===== config.mk =====
export PLATFORM = sky130hd
export DESIGN_NAME = ipd_frame_parser_top
export DESIGN_NICKNAME = d
export VERILOG_FILES = /design/src/ipd_pkg.sv /design/src/ipd_parse_core.sv /design/src/ipd_out_stage.sv /design/src/ipd_frame_parser_top.sv
export SDC_FILE = /design/constraint.sdc
export NUM_CORES = 1
export LEC_CHECK = 0
export ABC_AREA = 1
export ABC_CLOCK_PERIOD_IN_PS = 5650
export BUFFER_PORTS_ARGS = -buffer_cell sky130_fd_sc_hd__buf_2
export CAP_MARGIN = 20
export CELL_PAD_IN_SITES_DETAIL_PLACEMENT = 1
export CELL_PAD_IN_SITES_GLOBAL_PLACEMENT = 1
export CORE_MARGIN = 5
export CORE_UTILIZATION = 49
export CTS_BUF_LIST = sky130_fd_sc_hd__clkbuf_2
export DETAILED_ROUTE_END_ITERATION = 10
export PLACE_DENSITY_LB_ADDON = 0.1
export SETUP_SLACK_MARGIN = 0.5
export SLEW_MARGIN = 15
export SYNTH_ARGS = -nofsm -noshare
export SYNTH_HDL_FRONTEND = slang
export SYNTH_SLANG_ARGS = --single-unit

===== constraint.sdc =====
create_clock -name i_clk -period 5.65 [get_ports i_clk]
set_input_delay 0.2825 -clock i_clk [delete_from_list [all_inputs] [get_ports i_clk]]
set_output_delay 0.2825 -clock i_clk [all_outputs]
set_load 0.005 [all_outputs]

===== src/ipd_pkg.sv =====
// ----------------------------------------------------------------------------
// ipd_pkg
// Shared types, character codes and helpers for the frame parser
// ----------------------------------------------------------------------------
package ipd_pkg;

    // configuration register
    localparam int           FRAME_LEN_W       = 12;
    localparam logic [11:0]  FRAME_LEN_RESET   = 12'd64;

    // character codes
    localparam logic [7:0]   CHR_PLUS          = 8'h2B;  // '+'
    localparam logic [7:0]   CHR_COLON         = 8'h3A;  // ':'
    localparam logic [7:0]   CHR_ZERO          = 8'h30;  // '0'
    localparam logic [7:0]   CHR_NINE          = 8'h39;  // '9'

    // one result item between parser core and output register
    typedef struct packed {
        logic [7:0] payload_byte;
        logic       frame_end;
    } t_result;

    // expected header character after the plus sign, "IPD,"
    function automatic logic [7:0] header_char(input logic [1:0] pos);
        logic [7:0] c;
        case (pos)
            2'd0:    c = 8'h49;  // 'I'
            2'd1:    c = 8'h50;  // 'P'
            2'd2:    c = 8'h44;  // 'D'
            default: c = 8'h2C;  // ','
        endcase
        return c;
    endfunction

    // length * 10 + digit, wrapping at 16 bits
    function automatic logic [15:0] length_step(input logic [15:0] acc,
                                                input logic [3:0]  digit);
        logic [15:0] r;
        r = (acc << 3) + (acc << 1) + {12'd0, digit};
        return r;
    endfunction

endpackage


===== src/ipd_parse_core.sv =====
// ----------------------------------------------------------------------------
// ipd_parse_core
// Input register, frame length register and per-byte parse state machine
// ----------------------------------------------------------------------------
module ipd_parse_core (
    input  logic              i_clk,
    input  logic              i_rst_n,
    // input byte stream
    input  logic              i_s_valid,
    output logic              o_s_ready,
    input  logic [7:0]        i_s_byte,
    // configuration write
    input  logic              i_cfg_valid,
    input  logic [11:0]       i_cfg_data,
    // downstream slot can take a result this cycle
    input  logic              i_slot_free,
    // result toward output register
    output logic              o_res_valid,
    output ipd_pkg::t_result  o_res
);

    localparam logic [1:0] PH_IDLE    = 2'd0;
    localparam logic [1:0] PH_MATCH   = 2'd1;
    localparam logic [1:0] PH_LENGTH  = 2'd2;
    localparam logic [1:0] PH_PAYLOAD = 2'd3;

    logic        r_in_valid;
    logic [7:0]  r_in_byte;
    logic [11:0] r_frame_len;
    logic [1:0]  r_phase,  n_phase;
    logic [1:0]  r_hpos,   n_hpos;
    logic [15:0] r_acc,    n_acc;
    logic [11:0] r_cnt,    n_cnt;

    logic        proceed;
    logic        is_digit;
    logic [12:0] cnt_next;
    logic        last;

    // the held byte is processed unless it is a payload byte with no free slot
    assign proceed   = r_in_valid && (r_phase != PH_PAYLOAD || i_slot_free);
    assign o_s_ready = !r_in_valid || proceed;

    // input register
    always_ff @(posedge i_clk) begin
        if (!i_rst_n) begin
            r_in_valid <= 1'b0;
        end else if (o_s_ready) begin
            r_in_valid <= i_s_valid;
        end
    end

    always_ff @(posedge i_clk) begin
        if (o_s_ready) begin
            r_in_byte <= i_s_byte;
        end
    end

    // frame length register
    always_ff @(posedge i_clk) begin
        if (!i_rst_n) begin
            r_frame_len <= ipd_pkg::FRAME_LEN_RESET;
        end else if (i_cfg_valid) begin
            r_frame_len <= i_cfg_data;
        end
    end

    // per-byte decode
    assign is_digit = (r_in_byte >= ipd_pkg::CHR_ZERO) && (r_in_byte <= ipd_pkg::CHR_NINE);
    assign cnt_next = {1'b0, r_cnt} + 13'd1;
    assign last     = (cnt_next == r_acc[12:0] && r_acc[15:13] == 3'd0) || cnt_next[12];

    always_comb begin
        n_phase     = r_phase;
        n_hpos      = r_hpos;
        n_acc       = r_acc;
        n_cnt       = r_cnt;
        o_res_valid = 1'b0;
        case (r_phase)
            PH_IDLE: begin
                if (r_in_byte == ipd_pkg::CHR_PLUS) begin
                    n_phase = PH_MATCH;
                    n_hpos  = 2'd0;
                end
            end
            PH_MATCH: begin
                if (r_in_byte == ipd_pkg::header_char(r_hpos)) begin
                    if (r_hpos == 2'd3) begin
                        n_hpos  = 2'd0;
                        n_phase = PH_LENGTH;
                        n_acc   = 16'd0;
                    end else begin
                        n_hpos = r_hpos + 2'd1;
                    end
                end else begin
                    n_phase = PH_IDLE;
                end
            end
            PH_LENGTH: begin
                if (is_digit) begin
                    n_acc = ipd_pkg::length_step(r_acc, r_in_byte[3:0]);
                end else if (r_in_byte == ipd_pkg::CHR_COLON && r_frame_len != 12'd0 &&
                             r_acc == {4'd0, r_frame_len}) begin
                    n_phase = PH_PAYLOAD;
                    n_cnt   = 12'd0;
                end else begin
                    n_phase = PH_IDLE;
                end
            end
            default: begin
                o_res_valid = proceed;
                n_cnt       = cnt_next[11:0];
                if (last) begin
                    n_phase = PH_IDLE;
                end
            end
        endcase
    end

    assign o_res.payload_byte = r_in_byte;
    assign o_res.frame_end    = last;

    // parse state
    always_ff @(posedge i_clk) begin
        if (!i_rst_n) begin
            r_phase <= PH_IDLE;
            r_hpos  <= 2'd0;
            r_acc   <= 16'd0;
            r_cnt   <= 12'd0;
        end else if (proceed) begin
            r_phase <= n_phase;
            r_hpos  <= n_hpos;
            r_acc   <= n_acc;
            r_cnt   <= n_cnt;
        end
    end

    // a payload only runs for a length that fits the 12-bit register
    a_payload_len_fits: assert property (@(posedge i_clk) disable iff (!i_rst_n)
        r_phase == PH_PAYLOAD |-> r_acc[15:12] == 4'd0)
        else $error("payload entered with out-of-range length");

    // the byte count stays below the accepted length during a payload
    a_count_below_len: assert property (@(posedge i_clk) disable iff (!i_rst_n)
        r_phase == PH_PAYLOAD |-> {4'd0, r_cnt} < r_acc)
        else $error("payload count reached frame length without ending");

    // results come only from a held byte in the payload phase
    a_result_source: assert property (@(posedge i_clk) disable iff (!i_rst_n)
        o_res_valid |-> r_in_valid && r_phase == PH_PAYLOAD)
        else $error("result without a held payload byte");

endmodule


===== src/ipd_out_stage.sv =====
// ----------------------------------------------------------------------------
// ipd_out_stage
// Result register toward the master-side stream
// ----------------------------------------------------------------------------
module ipd_out_stage (
    input  logic              i_clk,
    input  logic              i_rst_n,
    // result from parser core
    input  logic              i_load,
    input  ipd_pkg::t_result  i_res,
    output logic              o_slot_free,
    // master-side stream
    output logic              o_m_valid,
    input  logic              i_m_ready,
    output logic [7:0]        o_m_data,
    output logic              o_m_last
);

    logic             r_valid;
    ipd_pkg::t_result r_res;

    // slot is free when empty or being drained this cycle
    assign o_slot_free = !r_valid || i_m_ready;

    always_ff @(posedge i_clk) begin
        if (!i_rst_n) begin
            r_valid <= 1'b0;
        end else if (i_load) begin
            r_valid <= 1'b1;
        end else if (i_m_ready) begin
            r_valid <= 1'b0;
        end
    end

    always_ff @(posedge i_clk) begin
        if (i_load) begin
            r_res <= i_res;
        end
    end

    assign o_m_valid = r_valid;
    assign o_m_data  = r_res.payload_byte;
    assign o_m_last  = r_res.frame_end;

    // a new result never overwrites one that is still stalled
    a_no_overwrite: assert property (@(posedge i_clk) disable iff (!i_rst_n)
        !(i_load && r_valid && !i_m_ready))
        else $error("result register overwritten while stalled");

    // a loaded result is offered on the next cycle
    a_load_shows: assert property (@(posedge i_clk) disable iff (!i_rst_n)
        i_load |=> r_valid)
        else $error("loaded result not presented");

endmodule


===== src/ipd_frame_parser_top.sv =====
// ----------------------------------------------------------------------------
// ipd_frame_parser_top
// "+IPD,<len>:<payload>" byte stream parser, payload bytes streamed out
// ----------------------------------------------------------------------------
//  channel   direction  ports                          contents
//  s_axis    in         i_s_axis_t{valid,data}, o_..   one received byte
//  m_axis    out        o_m_axis_t{valid,data,last}    payload byte, tlast on final
//  cfg       in         i_cfg_{valid,data}, o_cfg_ready frame length, 12 bits
//
//  One byte per cycle while no result is stalled: a byte is held in the input
//  register, then the parse state and the result register update together.
//  Bytes that make no result still pass through the state machine.
//  Reset (synchronous) clears the state to idle and frame length to 64.
//  A stalled result blocks only payload bytes behind it.
// ----------------------------------------------------------------------------
module ipd_frame_parser_top (
    input  logic        i_clk,
    input  logic        i_rst_n,
    // slave-side stream
    input  logic        i_s_axis_tvalid,
    output logic        o_s_axis_tready,
    input  logic [7:0]  i_s_axis_tdata,   // [7:0] data_byte
    // master-side stream
    output logic        o_m_axis_tvalid,
    input  logic        i_m_axis_tready,
    output logic [7:0]  o_m_axis_tdata,   // [7:0] payload_byte
    output logic        o_m_axis_tlast,   // frame_end
    // configuration write
    input  logic        i_cfg_valid,
    output logic        o_cfg_ready,
    input  logic [11:0] i_cfg_data        // [11:0] frame_length
);

    logic             slot_free;
    logic             res_valid;
    ipd_pkg::t_result res;

    assign o_cfg_ready = 1'b1;

    // parser core
    ipd_parse_core u_core (
        .i_clk       (i_clk),
        .i_rst_n     (i_rst_n),
        .i_s_valid   (i_s_axis_tvalid),
        .o_s_ready   (o_s_axis_tready),
        .i_s_byte    (i_s_axis_tdata),
        .i_cfg_valid (i_cfg_valid),
        .i_cfg_data  (i_cfg_data),
        .i_slot_free (slot_free),
        .o_res_valid (res_valid),
        .o_res       (res)
    );

    // result register
    ipd_out_stage u_out (
        .i_clk       (i_clk),
        .i_rst_n     (i_rst_n),
        .i_load      (res_valid),
        .i_res       (res),
        .o_slot_free (slot_free),
        .o_m_valid   (o_m_axis_tvalid),
        .i_m_ready   (i_m_axis_tready),
        .o_m_data    (o_m_axis_tdata),
        .o_m_last    (o_m_axis_tlast)
    );

endmodule

==> results.md, run 1 <==
- Fin. Hold Viols: 0
- CTS Buf Count: 9
- Tcrit/Tclk final: 53.5%
- Largest cells by area after synthesis: dfxtp_1, edfxtp_1, nand2_1
- Synth Area per Inst: 7.13 um2
- Dpl hpwl: 9440 um
- HP Class: input port to register
- Clk pin slew, worst setup/hold paths: 0.22 ns
- Netlist cell types: 42
- Largest net degree at the start of global routing: 23
- Crit-path leading delay family: adder cells
- Clk_lat worst skew: 0.54 ns
- GP Congestion: 0.867
- EDFF count, synth: 17
- Vias per inst: 5.62
- Max-cap violations: 0
- Remaining DRCs: 0
- Maximum clock skew at final layout: 0.0232 ns
- Wire per inst: 17.9 um
- Area grow syn2layout: 14.3%
- RSZ-0062 raised after global routing: no
- Gr ovfl total: 0
- Buf+Inv Stages, Crit Path: 2
- Clock Sink Count: 63
- Yosys top cell area share: ~22%
- CTS resizes: 0
- Pre-antenna DRT Iters: 4
- Initial Util: 50.4%
- Yosys warning count: 0
- Setup ws final: between 2 and 3 ns
- First-pass GRT wire length: 21600 um
- Slew at the pin closest to its max-slew limit: 0.517 ns
- CP Class: register to register
- Synth cell count leaders: nand2_1, nor2_1, inv_1
- Die width: 102 um
- CTS HTree Levels: 3
- Crit-path max FO: 6
- Leak pwr: 2.16 nW
- Full die area: 0.0104 mm2
- Height of the die: 102 um
- Setup TNS: 0 ns
- Max-slew violation count: 0
- Nets: 696
- Deepest clock path buffer count: 2
- Final worst path period need: 3.02 ns
- Setup violators final: 0
- Rows: 33
- Final WL: 13400 um
- CP max stage delay: 0.61 ns
- Number of I/O pins: 37
- Syn Nets: roughly 640
- Initial antenna violation count: 0
- CTS tree: yes
- Post-CTS Setup Bufs: 0
- Root Driver: clkbuf_2
- Register bit count reported by yosys: 63
- Startpoint Class: register
- Peak supply drop: 0.150 mV
- PD cells: 178 mW/mm2
- Core region area: 0.00822 mm2
- CP Cell Sequence: fa_1, inv_1, fa_1, nand3b_1, nand2_1, a21oi_1, o21ai_0, inv_1, nor2_1, nor2_1, nand2_1, nand3_1, a21oi_1
- Netlist Area Pre-Place: 0.00414 mm2
- DR iter-0 viols: between 100 and 150
- Diode count: 0
- Ys async rst share: 0%
- F_max: 0.331 GHz
- Status: finished clean
- Slew HR: 65.4%
- Critical-path top delay cell: fa_1
- All-Layer GR Usage: 27.0%
- Sequential area share after synthesis: 34.6%
- Area leader, netlist: dfxtp_1
- Cells after Synth: 581
- Worst slack at placement: 2.71 ns
- Layout cells sized above 1: around 10%
- Kind of end point of the critical path: register
- CP arrival: 3.52 ns
- ANT nets after route: 0
- Vias: between 4000 and 5000
- I/O Buffers: 35
- Top_reg_cell synth: dfxtp_1
- Most instantiated library cell after synthesis: nand2_1
- Vias in the first global route: 4384
- Worst Path Required: between 6 and 7 ns
[placed cells by master, fill, tap and decap left out, drive strengths merged, types with 11 or more instances in the layout]
| cell type | instances |
|---|---|
| buf | 37 |
| nor2 | 89 |
| nand2 | 132 |
| o21ai | 29 |
| inv | 67 |
| nand4 | 14 |
| a21oi | 44 |
| xnor2 | 16 |
| nor3 | 11 |
| ha | 31 |
| nand3 | 33 |
| edfxtp | 17 |
| dlygate4sd3 | 20 |
| dfxtp | 46 |
[cell families after synthesis]
| logic type | after synthesis | share of synthesized area [%] |
|---|---|---|
| AOI/OAI and AO/OA | 89 | 12.2 |
| xor gates and xnor gates | 26 | 5.83 |
| adders and majority gates | 33 | 10.3 |
| buffers and inverters | 78 | 7.28 |
| DFF | 63 | 34.6 |
| other | 1 | 0.0905 |
| and+or+nand+nor | 291 | 29.7 |
[layout make-up]
type / count / area, um2
clock buffers: 9 / 45.0
clock inverters: 7 / 72.6
fillers: 1080 / 3480
inverters: 67 / 253
multi-input cells: 440 / 2410
flip-flops and latches: 63 / 1430
well taps: 105 / 131
repair buffers: 57 / 390
[report_power, final]
group	internal (mW)	switching [mW]
combinational	0.0281	0.0313
clock	0.103	0.195
sequential	0.473	0.0120
total	0.604	0.239
[layer usage]
metal  GRT usage [%]  wire, um
met5               0         0
met4            11.4       376
met3            3.82       548
met2            46.6      6500
met1            33.7      5930
[timing repair]
action                                  CTS  global route
hold buffers                             20             0
hold endpoints to repair                 20             0
endpoints found under the setup margin    0             0
[registers in the layout (all words and copies together), names as in the netlist]
register and cells:
u_out.o_m_valid 1, u_core.r_in_byte 8, u_core.r_phase 2, u_core.r_hpos 2
u_core.r_acc 16, u_core.r_frame_len 12, u_out.o_m_data 8, u_core.r_cnt 12
u_core.r_in_valid 1, u_out.o_m_last 1
[per-stage QoR]
step	hold slack [ns]	util (%)	total power [mW]	instance area [um2]	instances
6_report	0.0783	57.6	0.843	4730	748
5_1_grt	0.0907	57.6	0.865	4730	748
4_1_cts	0.0227	57.6	0.838	4730	748
3_5_place_dp	0.462	53.7	0.538	4410	712
3_3_place_gp	0.453	53.7	0.537	4410	712
2_1_floorplan	0.381	-	0.519	4140	581
[final timing paths]
path | from | to | slack [ns] | cells after the start
max | u_core.r_in_byte[3] | u_core.r_acc[12] | 2.63 | 13
min | i_cfg_data[5] | u_core.r_frame_len[5] | 0.08 | 3
max reg2reg | u_core.r_in_byte[3] | u_core.r_acc[12] | 2.63 | 13
min reg2reg | u_core.r_acc[15] | u_core.r_acc[15] | 0.50 | 2
[worst min-delay path: stages]
cell and delay [ns]:
buf_2 0.10, o21ai_0 0.15, a21oi_1 0.07
No activity file was read; power rests on OpenSTA's default activity.
==> run 2: changes to the inputs <==
--- a/config.mk
+++ b/config.mk
@@ -5,14 +5,14 @@
 export SDC_FILE = /design/constraint.sdc
 export NUM_CORES = 1
 export LEC_CHECK = 0
-export ABC_AREA = 1
-export ABC_CLOCK_PERIOD_IN_PS = 5650
+export ABC_AREA = 0
+export ABC_CLOCK_PERIOD_IN_PS = 2900
 export BUFFER_PORTS_ARGS = -buffer_cell sky130_fd_sc_hd__buf_2
 export CAP_MARGIN = 20
 export CELL_PAD_IN_SITES_DETAIL_PLACEMENT = 1
 export CELL_PAD_IN_SITES_GLOBAL_PLACEMENT = 1
 export CORE_MARGIN = 5
-export CORE_UTILIZATION = 49
+export CORE_UTILIZATION = 48
 export CTS_BUF_LIST = sky130_fd_sc_hd__clkbuf_2
 export DETAILED_ROUTE_END_ITERATION = 10
 export PLACE_DENSITY_LB_ADDON = 0.1
==> constraint.sdc (replaced) <==
create_clock -name i_clk -period 2.9 [get_ports i_clk]
set_input_delay 0.145 -clock i_clk [delete_from_list [all_inputs] [get_ports i_clk]]
set_output_delay 0.145 -clock i_clk [all_outputs]
set_load 0.005 [all_outputs]
==> run 2 against run 1 <==
Compared with the run above:
- via count shrank 15%
- clock-buffer cell count unchanged
- utilization rose by 5.0 points
- worst hold slack worse by 0.015 ns
- non-clock buffer count rose by 27
- largest cell class unchanged
- final cell count down 20%
- design area rose by 2.7%
- clock skew up 0.0060 ns
- area after synthesis decreased by 6.6%
- setup slack got worse by 2.5 ns
- critical endpoint unchanged
- maximum frequency is 11% higher
==> results.md, run 2 <==
- Tcrit/Tclk final: 94.2% (was 53.5%)
- Vias in the first global route: 3754 (was 4384)
- CP arrival: 3.18 ns (was 3.52 ns)
- Largest net degree at the start of global routing: 33 (was 23)
- Yosys top cell area share: 23.8% (was 22.2%)
- ANT nets after route: 0 (unchanged)
- Synth Area per Inst: 9.32 um2 (was 7.13 um2)
- Fin. Hold Viols: 0 (unchanged)
- Sequential area share after synthesis: 37.0% (was 34.6%)
- Commonest non-fill, non-tap cell in the layout: nor2_1 (was nand2_1)
- I/O Buffers: 35 (unchanged)
- Most frequent cells in the layout: nor2_1, dfxtp_1, buf_2 (was nand2_1, nor2_1, inv_1)
- Clock Sink Count: 63 (unchanged)
- Vias per inst: 5.95 (was 5.62)
- HP Class: input port to register (unchanged)
- Fillcell total: 894 (was 1080)
- Remaining DRCs: 0 (unchanged)
- Netlist Area Pre-Place: 0.00387 mm2 (was 0.00414 mm2)
- Leak pwr: 2.11 nW (was 2.16 nW)
- Initial Util: 49.8% (was 50.4%)
- GP Congestion: 0.878 (was 0.867)
- CTS tree: yes (unchanged)
- Startpoint Class: register (unchanged)
- PD cells: 358 mW/mm2 (was 178 mW/mm2)
- Overall Power: 1.74 mW (was 843 uW)
- Finished Cell Area: 0.00486 mm2 (was 0.00473 mm2)
- CTS HTree Levels: 3 (unchanged)
- Max reg flops: 16 (unchanged)
- Deepest clock path buffer count: 2 (unchanged)
- Register bit count reported by yosys: 63 (unchanged)
- Storage cell area: 0.00144 mm2 (was 0.00143 mm2)
- Largest registers: u_core.r_acc (16), u_core.r_cnt (12), u_core.r_frame_len (12) (unchanged)
- Clk_lat worst skew: 0.57 ns (was 0.54 ns)
- Largest cells by area after synthesis: dfxtp_1, edfxtp_1, ha_1 (was dfxtp_1, edfxtp_1, nand2_1)
- Wire per inst: 22.0 um (was 17.9 um)
- Setup ws final: 0.168 ns (was 2.63 ns)
- Max-cap violations: 0 (unchanged)
- Top_reg_cell synth: dfxtp_1 (unchanged)
- Dpl hpwl: 7770 um (was 9440 um)
- Yosys warning count: 0 (unchanged)
- Root Driver: clkbuf_2 (unchanged)
- Die width: 99.7 um (was 102 um)
- CTS Buf Count: 9 (unchanged)
- Rows: 32 (was 33)
- Initial antenna violation count: 2 (was 0)
- F_max: 0.366 GHz (was 0.331 GHz)
- CP Class: register to register (unchanged)
- First-pass GRT wire length: 20100 um (was 21600 um)
- Netlist cell types: 60 (was 42)
- RSZ-0062 raised after global routing: yes (was no)
- Cell Area, Placed: 0.00418 mm2 (was 0.00441 mm2)
- Kind of end point of the critical path: register (unchanged)
- Number of I/O pins: 37 (unchanged)
- Max-slew violation count: 0 (unchanged)
- EDFF count, synth: 17 (unchanged)
- Slew at the pin closest to its max-slew limit: 0.618 ns (was 0.517 ns)
- Area grow syn2layout: 25.8% (was 14.3%)
- Full die area: 0.00995 mm2 (was 0.0104 mm2)
- Clk pin slew, worst setup/hold paths: 0.20 ns (was 0.22 ns)
- Worst slack at placement: 0.137 ns (was 2.71 ns)
- DR iter-0 viols: 172 (was 145)
- Maximum clock skew at final layout: 0.0292 ns (was 0.0232 ns)
- Reg with most FFs: u_core.r_acc (unchanged)
- Nets: 550 (was 696)
- Vias: 3578 (was 4206)
- Placed Cells incl. Taps: 545 (was 712)
- Final WL: 13200 um (was 13400 um)
- Core region area: 0.00777 mm2 (was 0.00822 mm2)
- Layout cells sized above 1: 23.7% (was 9.95%)
- Slew HR: 58.8% (was 65.4%)
- Cells after Synth: 415 (was 581)
- Gr ovfl total: 0 (unchanged)
- Syn Nets: 473 (was 639)
- Area leader, netlist: dfxtp_1 (unchanged)
- Multi-input logic area: 0.00247 mm2 (was 0.00241 mm2)
- Height of the die: 99.7 um (was 102 um)
- Worst Path Required: 3.35 ns (was 6.14 ns)
- Crit-path max FO: 3 (was 6)
- Final worst path period need: 2.73 ns (was 3.02 ns)
- Post-route insts no fill: 601 (was 748)
- Setup TNS: 0 ns (unchanged)
- All-Layer GR Usage: 26.3% (was 27.0%)
- Synth cell count leaders: dfxtp_1, nor2_1, ha_1 (was nand2_1, nor2_1, inv_1)
- Ys async rst share: 0% (unchanged)
- Peak supply drop: 0.298 mV (was 0.150 mV)
- Setup violators final: 0 (unchanged)
- Pre-antenna DRT Iters: 4 (unchanged)
- Status: finished clean (unchanged)
-- run 2: where the power goes --
part | switching (mW) | total (mW) | internal, mW
logic | 0.0583 | 0.126 | 0.0677
clock network | 0.389 | 0.675 | 0.286
registers | 0.0210 | 0.940 | 0.919
-- run 2: worst paths after layout --
path	cells past startpoint	startpoint	to	slack, ns
setup / recovery	11	u_core.r_in_byte[2]	u_core.r_acc[12]	0.17
hold / removal	3	i_cfg_valid	u_core.r_frame_len[1]	0.06
setup reg to reg	11	u_core.r_in_byte[2]	u_core.r_acc[12]	0.17
hold reg to reg	2	u_core.r_cnt[1]	u_core.r_cnt[1]	0.54
-- run 2: timing repair --
item	4_1_cts	5_1_grt
endpoints found under the hold margin	22	5
gates cloned	0	0
pin swaps	11	17
buffers inserted	6	8
hold buffers	23	1
resized for setup	16	28
setup endpoints to repair	12	30
-- run 2: kinds of logic after synthesis --
family                     count (synthesis)  share of synthesized area (%)
adders and majority gates                 33                           11.1
muxes                                     17                           4.43
xor gates and xnor gates                  42                           9.51
AOI/OAI and AO/OA                         86                           14.7
buffers and inverters                     30                           3.95
and+or+nand+nor                          143                           19.2
other                                      1                         0.0970
DFF                                       63                           37.0
-- run 2: critical path, stage by stage (launching register included) --
cell,delay (ns)
edfxtp_1,0.49
ha_4,0.25
ha_2,0.20
inv_2,0.09
fa_2,0.25
nor2b_2,0.06
o31a_1,0.32
o311ai_4,0.31
a21oi_2,0.11
or3_1,0.31
a32oi_1,0.19
nor2_1,0.05
-- run 2: layout make-up --
class	count	share of cell area (%)
clock buffer	9	0.926
clock inverter	7	2.01
timing repair buffer	84	12.9
sequential	63	29.7
tap	102	2.62
inverter	12	0.926
antenna	2	0.103
multi-input combinational	322	50.9
-- run 2: routing by layer --
layer | global-route usage, % | vias to the layer above | part of all wire [%]
met4 | 10.4 | 0 | 3.4
met2 | 46.2 | 97 | 52
met1 | 31.2 | 1784 | 41
met5 | 0 | - | 0
met3 | 5.26 | 32 | 3.8
li1 | - | 1665 | -
-- run 2: metrics by stage --
step	hold WS (ns)	utilization, %
finish	0.0629	62.6
global route	0.0557	62.6
global placement	0.323	53.8
CTS	0.00223	59.8
detailed placement	0.323	53.8
floorplan	0.244	-
==> run 3: changes to the inputs <==
--- a/config.mk
+++ b/config.mk
@@ -15,6 +15,7 @@
 export CORE_UTILIZATION = 48
 export CTS_BUF_LIST = sky130_fd_sc_hd__clkbuf_2
 export DETAILED_ROUTE_END_ITERATION = 10
+export GPL_TIMING_DRIVEN = 0
 export PLACE_DENSITY_LB_ADDON = 0.1
 export SETUP_SLACK_MARGIN = 0.5
 export SLEW_MARGIN = 15
==> constraint.sdc (replaced) <==
create_clock -name i_clk -period 2.9 [get_ports i_clk]
set_input_delay 0.145 -clock i_clk [delete_from_list [all_inputs] [get_ports i_clk]]
set_output_delay 0.145 -clock i_clk [all_outputs]
set_load 0.05 [all_outputs]
==> run 3 against run 2 <==
Compared with the run above:
- final cell count rose by 1.5%
- setup slack got worse by 0.070 ns
- sequential power barely moved
- worst hold slack improved by 0.23 ns
- routed wire length fell by 3.6%
- critical endpoint is now u_core.r_acc[14]
- clock skew rose by 0.010 ns
- clock power fell by 11%
- via count rose by 1.3%
- die area did not move
- non-clock buffer count rose by 10
==> results.md, run 3 (same netlist as run 2, synthesis figures left out) <==
- Status: finished clean (unchanged)
- ANT nets after route: 0 (unchanged)
- Number of I/O pins: 37 (unchanged)
- Die width: 99.7 um (unchanged)
- Initial antenna violation count: 1 (was 2)
- First-pass GRT wire length: 18900 um (was 20100 um)
- Max-slew violation count: 0 (unchanged)
- Wire per inst: 20.8 um (was 22.0 um)
- CP most frequent cell: fa_2
- Tcrit/Tclk final: 96.6% (was 94.2%)
- Hold Slack: 0.292 ns (was 0.0629 ns)
- Setup ws final: 0.0979 ns (was 0.168 ns)
- Fillcell total: 902 (was 894)
- Sequential power share: 56.3% (was 54.0%)
- Crit-path leading delay family: compound AO/OA/AOI/OAI gates (unchanged)
- Layout cells sized above 1: 22.7% (was 23.7%)
- Reg with most FFs: u_core.r_acc (unchanged)
- Peak supply drop: 0.203 mV (was 0.298 mV)
- Vias per inst: 5.94 (was 5.95)
- Critical-path top delay cell: fa_2 (was edfxtp_1)
- Commonest non-fill, non-tap cell in the layout: nor2_1 (unchanged)
- Full die area: 0.00995 mm2 (unchanged)
- Dpl hpwl: 7970 um (was 7770 um)
- Final core utilization: 61.7% (was 62.6%)
- Setup TNS: 0 ns (unchanged)
- HP Class: input port to register (unchanged)
- Initial Util: 49.8% (unchanged)
- Nets: 560 (was 550)
- Area grow syn2layout: 23.9% (was 25.8%)
- Net Sw Power: 481 uW (was 468 uW)
- Buf+Inv Stages, Crit Path: 2 (was 1)
- CTS Buf Count: 9 (unchanged)
- Largest registers: u_core.r_acc (16), u_core.r_cnt (12), u_core.r_frame_len (12) (unchanged)
- Slew at the pin closest to its max-slew limit: 0.686 ns (was 0.618 ns)
- RSZ-0062 raised after global routing: yes (unchanged)
- Maximum clock skew at final layout: 0.0396 ns (was 0.0292 ns)
- Vias in the first global route: 3624 (was 3754)
- Startpoint Class: register (unchanged)
- Clk pin slew, worst setup/hold paths: 0.22 ns (was 0.20 ns)
- Final WL: 12700 um (was 13200 um)
- Worst Path Required: 3.37 ns (was 3.35 ns)
- Rows: 32 (unchanged)
- Setup violators final: 0 (unchanged)
- CP Cell Sequence: fa_2, inv_2, fa_2, nor2b_2, o31a_1, o311ai_4, a21oi_2, buf_4, o211ai_1, a21oi_1, nand3b_1 (was ha_4, ha_2, inv_2, fa_2, nor2b_2, o31a_1, o311ai_4, a21oi_2, or3_1, a32oi_1, nor2_1)
- Core region area: 0.00777 mm2 (unchanged)
- Gr ovfl total: 0 (unchanged)
- CP max stage delay: 0.50 ns (was 0.49 ns)
- I/O Buffers: 35 (unchanged)
- GP Congestion: 0.909 (was 0.878)
- CTS tree: yes (unchanged)
- F_max: 0.357 GHz (was 0.366 GHz)
- Cell internal pwr: 1.18 mW (was 1.27 mW)
- Gate power share: 7.6% (was 7.2%)
- Kind of end point of the critical path: register (unchanged)
- PD cells: 348 mW/mm2 (was 358 mW/mm2)
- Worst slack at placement: -0.0582 ns (was 0.137 ns)
- Slew HR: 54.3% (was 58.8%)
- Max-cap violations: 0 (unchanged)
- CTS HTree Levels: 3 (unchanged)
- Deepest clock path buffer count: 2 (unchanged)
- Fin. Hold Viols: 0 (unchanged)
- Pre-antenna DRT Iters: 4 (unchanged)
- Clk_lat worst skew: 0.56 ns (was 0.57 ns)
- DR iter-0 viols: 96 (was 172)
- Most frequent cells in the layout: nor2_1, buf_2, dfxtp_1 (was nor2_1, dfxtp_1, buf_2)
- Sw Share: 28.9% (was 26.9%)
- Leak pwr: 2.09 nW (was 2.11 nW)
- Largest net degree at the start of global routing: 19 (was 33)
- Final worst path period need: 2.80 ns (was 2.73 ns)
- Remaining DRCs: 0 (unchanged)
- Root Driver: clkbuf_2 (unchanged)
- Storage cell area: 0.00145 mm2 (was 0.00144 mm2)
- CP arrival: 3.28 ns (was 3.18 ns)
- All-Layer GR Usage: 24.4% (was 26.3%)
- Clock power frac: 36.1% (was 38.8%)
- CP Class: register to register (unchanged)
- Vias: 3625 (was 3578)
- Clock Sink Count: 63 (unchanged)
- Height of the die: 99.7 um (unchanged)
- Crit-path max FO: 3 (unchanged)
- Max reg flops: 16 (unchanged)
- Multi-input logic area: 0.00239 mm2 (was 0.00247 mm2)
[run 3: worst paths after layout]
| kind | start | endpoint | slack [ns] | depth (start not counted) |
|---|---|---|---|---|
| worst max-delay path | u_core.r_in_byte[3] | u_core.r_acc[14] | 0.1 | 11 |
| worst min-delay path | i_s_axis_tdata[3] | u_core.r_in_byte[3] | 0.29 | 2 |
| worst max register to register | u_core.r_in_byte[3] | u_core.r_acc[14] | 0.1 | 11 |
| worst min register to register | u_core.r_in_byte[7] | u_out.o_m_data[7] | 0.53 | 0 |
[run 3: layer usage]
layer  global-route usage [%]  part of all wire [%]  up-vias
met3                     4.28                   3.8       35
met4                     8.93                   3.5        0
met2                     42.3                    51       96
met5                        0                     0        -
met1                     30.3                    42     1802
li1                         -                     -     1692
[run 3: power by group through the flow]
stage | sequential [mW] | combinational [mW] | clock [mW]
after floorplan | 0.951 | 0.0521 | 0
after CTS | 0.937 | 0.118 | 0.581
after global placement | 0.959 | 0.0803 | 0
final | 0.938 | 0.126 | 0.601
after detailed placement | 0.959 | 0.0835 | 0
after global routing | 0.941 | 0.136 | 0.643
[run 3: worst register-to-register path: stages, from the launching register on]
cell and delay (ns):
edfxtp_1 0.48, fa_2 0.50, inv_2 0.08, fa_2 0.22, nor2b_2 0.06, o31a_1 0.34
o311ai_4 0.28, a21oi_2 0.11, buf_4 0.14, o211ai_1 0.24, a21oi_1 0.11, nand3b_1 0.16
[run 3: through the flow]
stage	total power [mW]	std cells	area [um2]
after floorplan	1.00	415	3890
after global placement	1.04	552	4200
after detailed placement	1.04	552	4200
after CTS	1.64	599	4660
after global routing	1.72	610	4790
final	1.66	610	4790
[run 3: layout make-up]
cell class | count | share of cell area [%]
clock buffer | 9 | 0.940
timing repair buffer | 76 | 11.4
buffer | 18 | 2.35
clock inverter | 7 | 1.52
sequential | 63 | 30.3
inverter | 12 | 0.940
tap | 102 | 2.66
antenna | 1 | 0.0522
multi-input combinational | 322 | 49.9
[run 3: repair_timing]
| action | 4_1_cts | 5_1_grt |
|---|---|---|
| setup endpoints to repair | 14 | 35 |
| endpoints found under the hold margin | 24 | 0 |
| resized for setup | 16 | 17 |
| cloned | 0 | 0 |
| setup buffers | 6 | 10 |
| pin swaps | 11 | 11 |
| hold buffers | 25 | 0 |
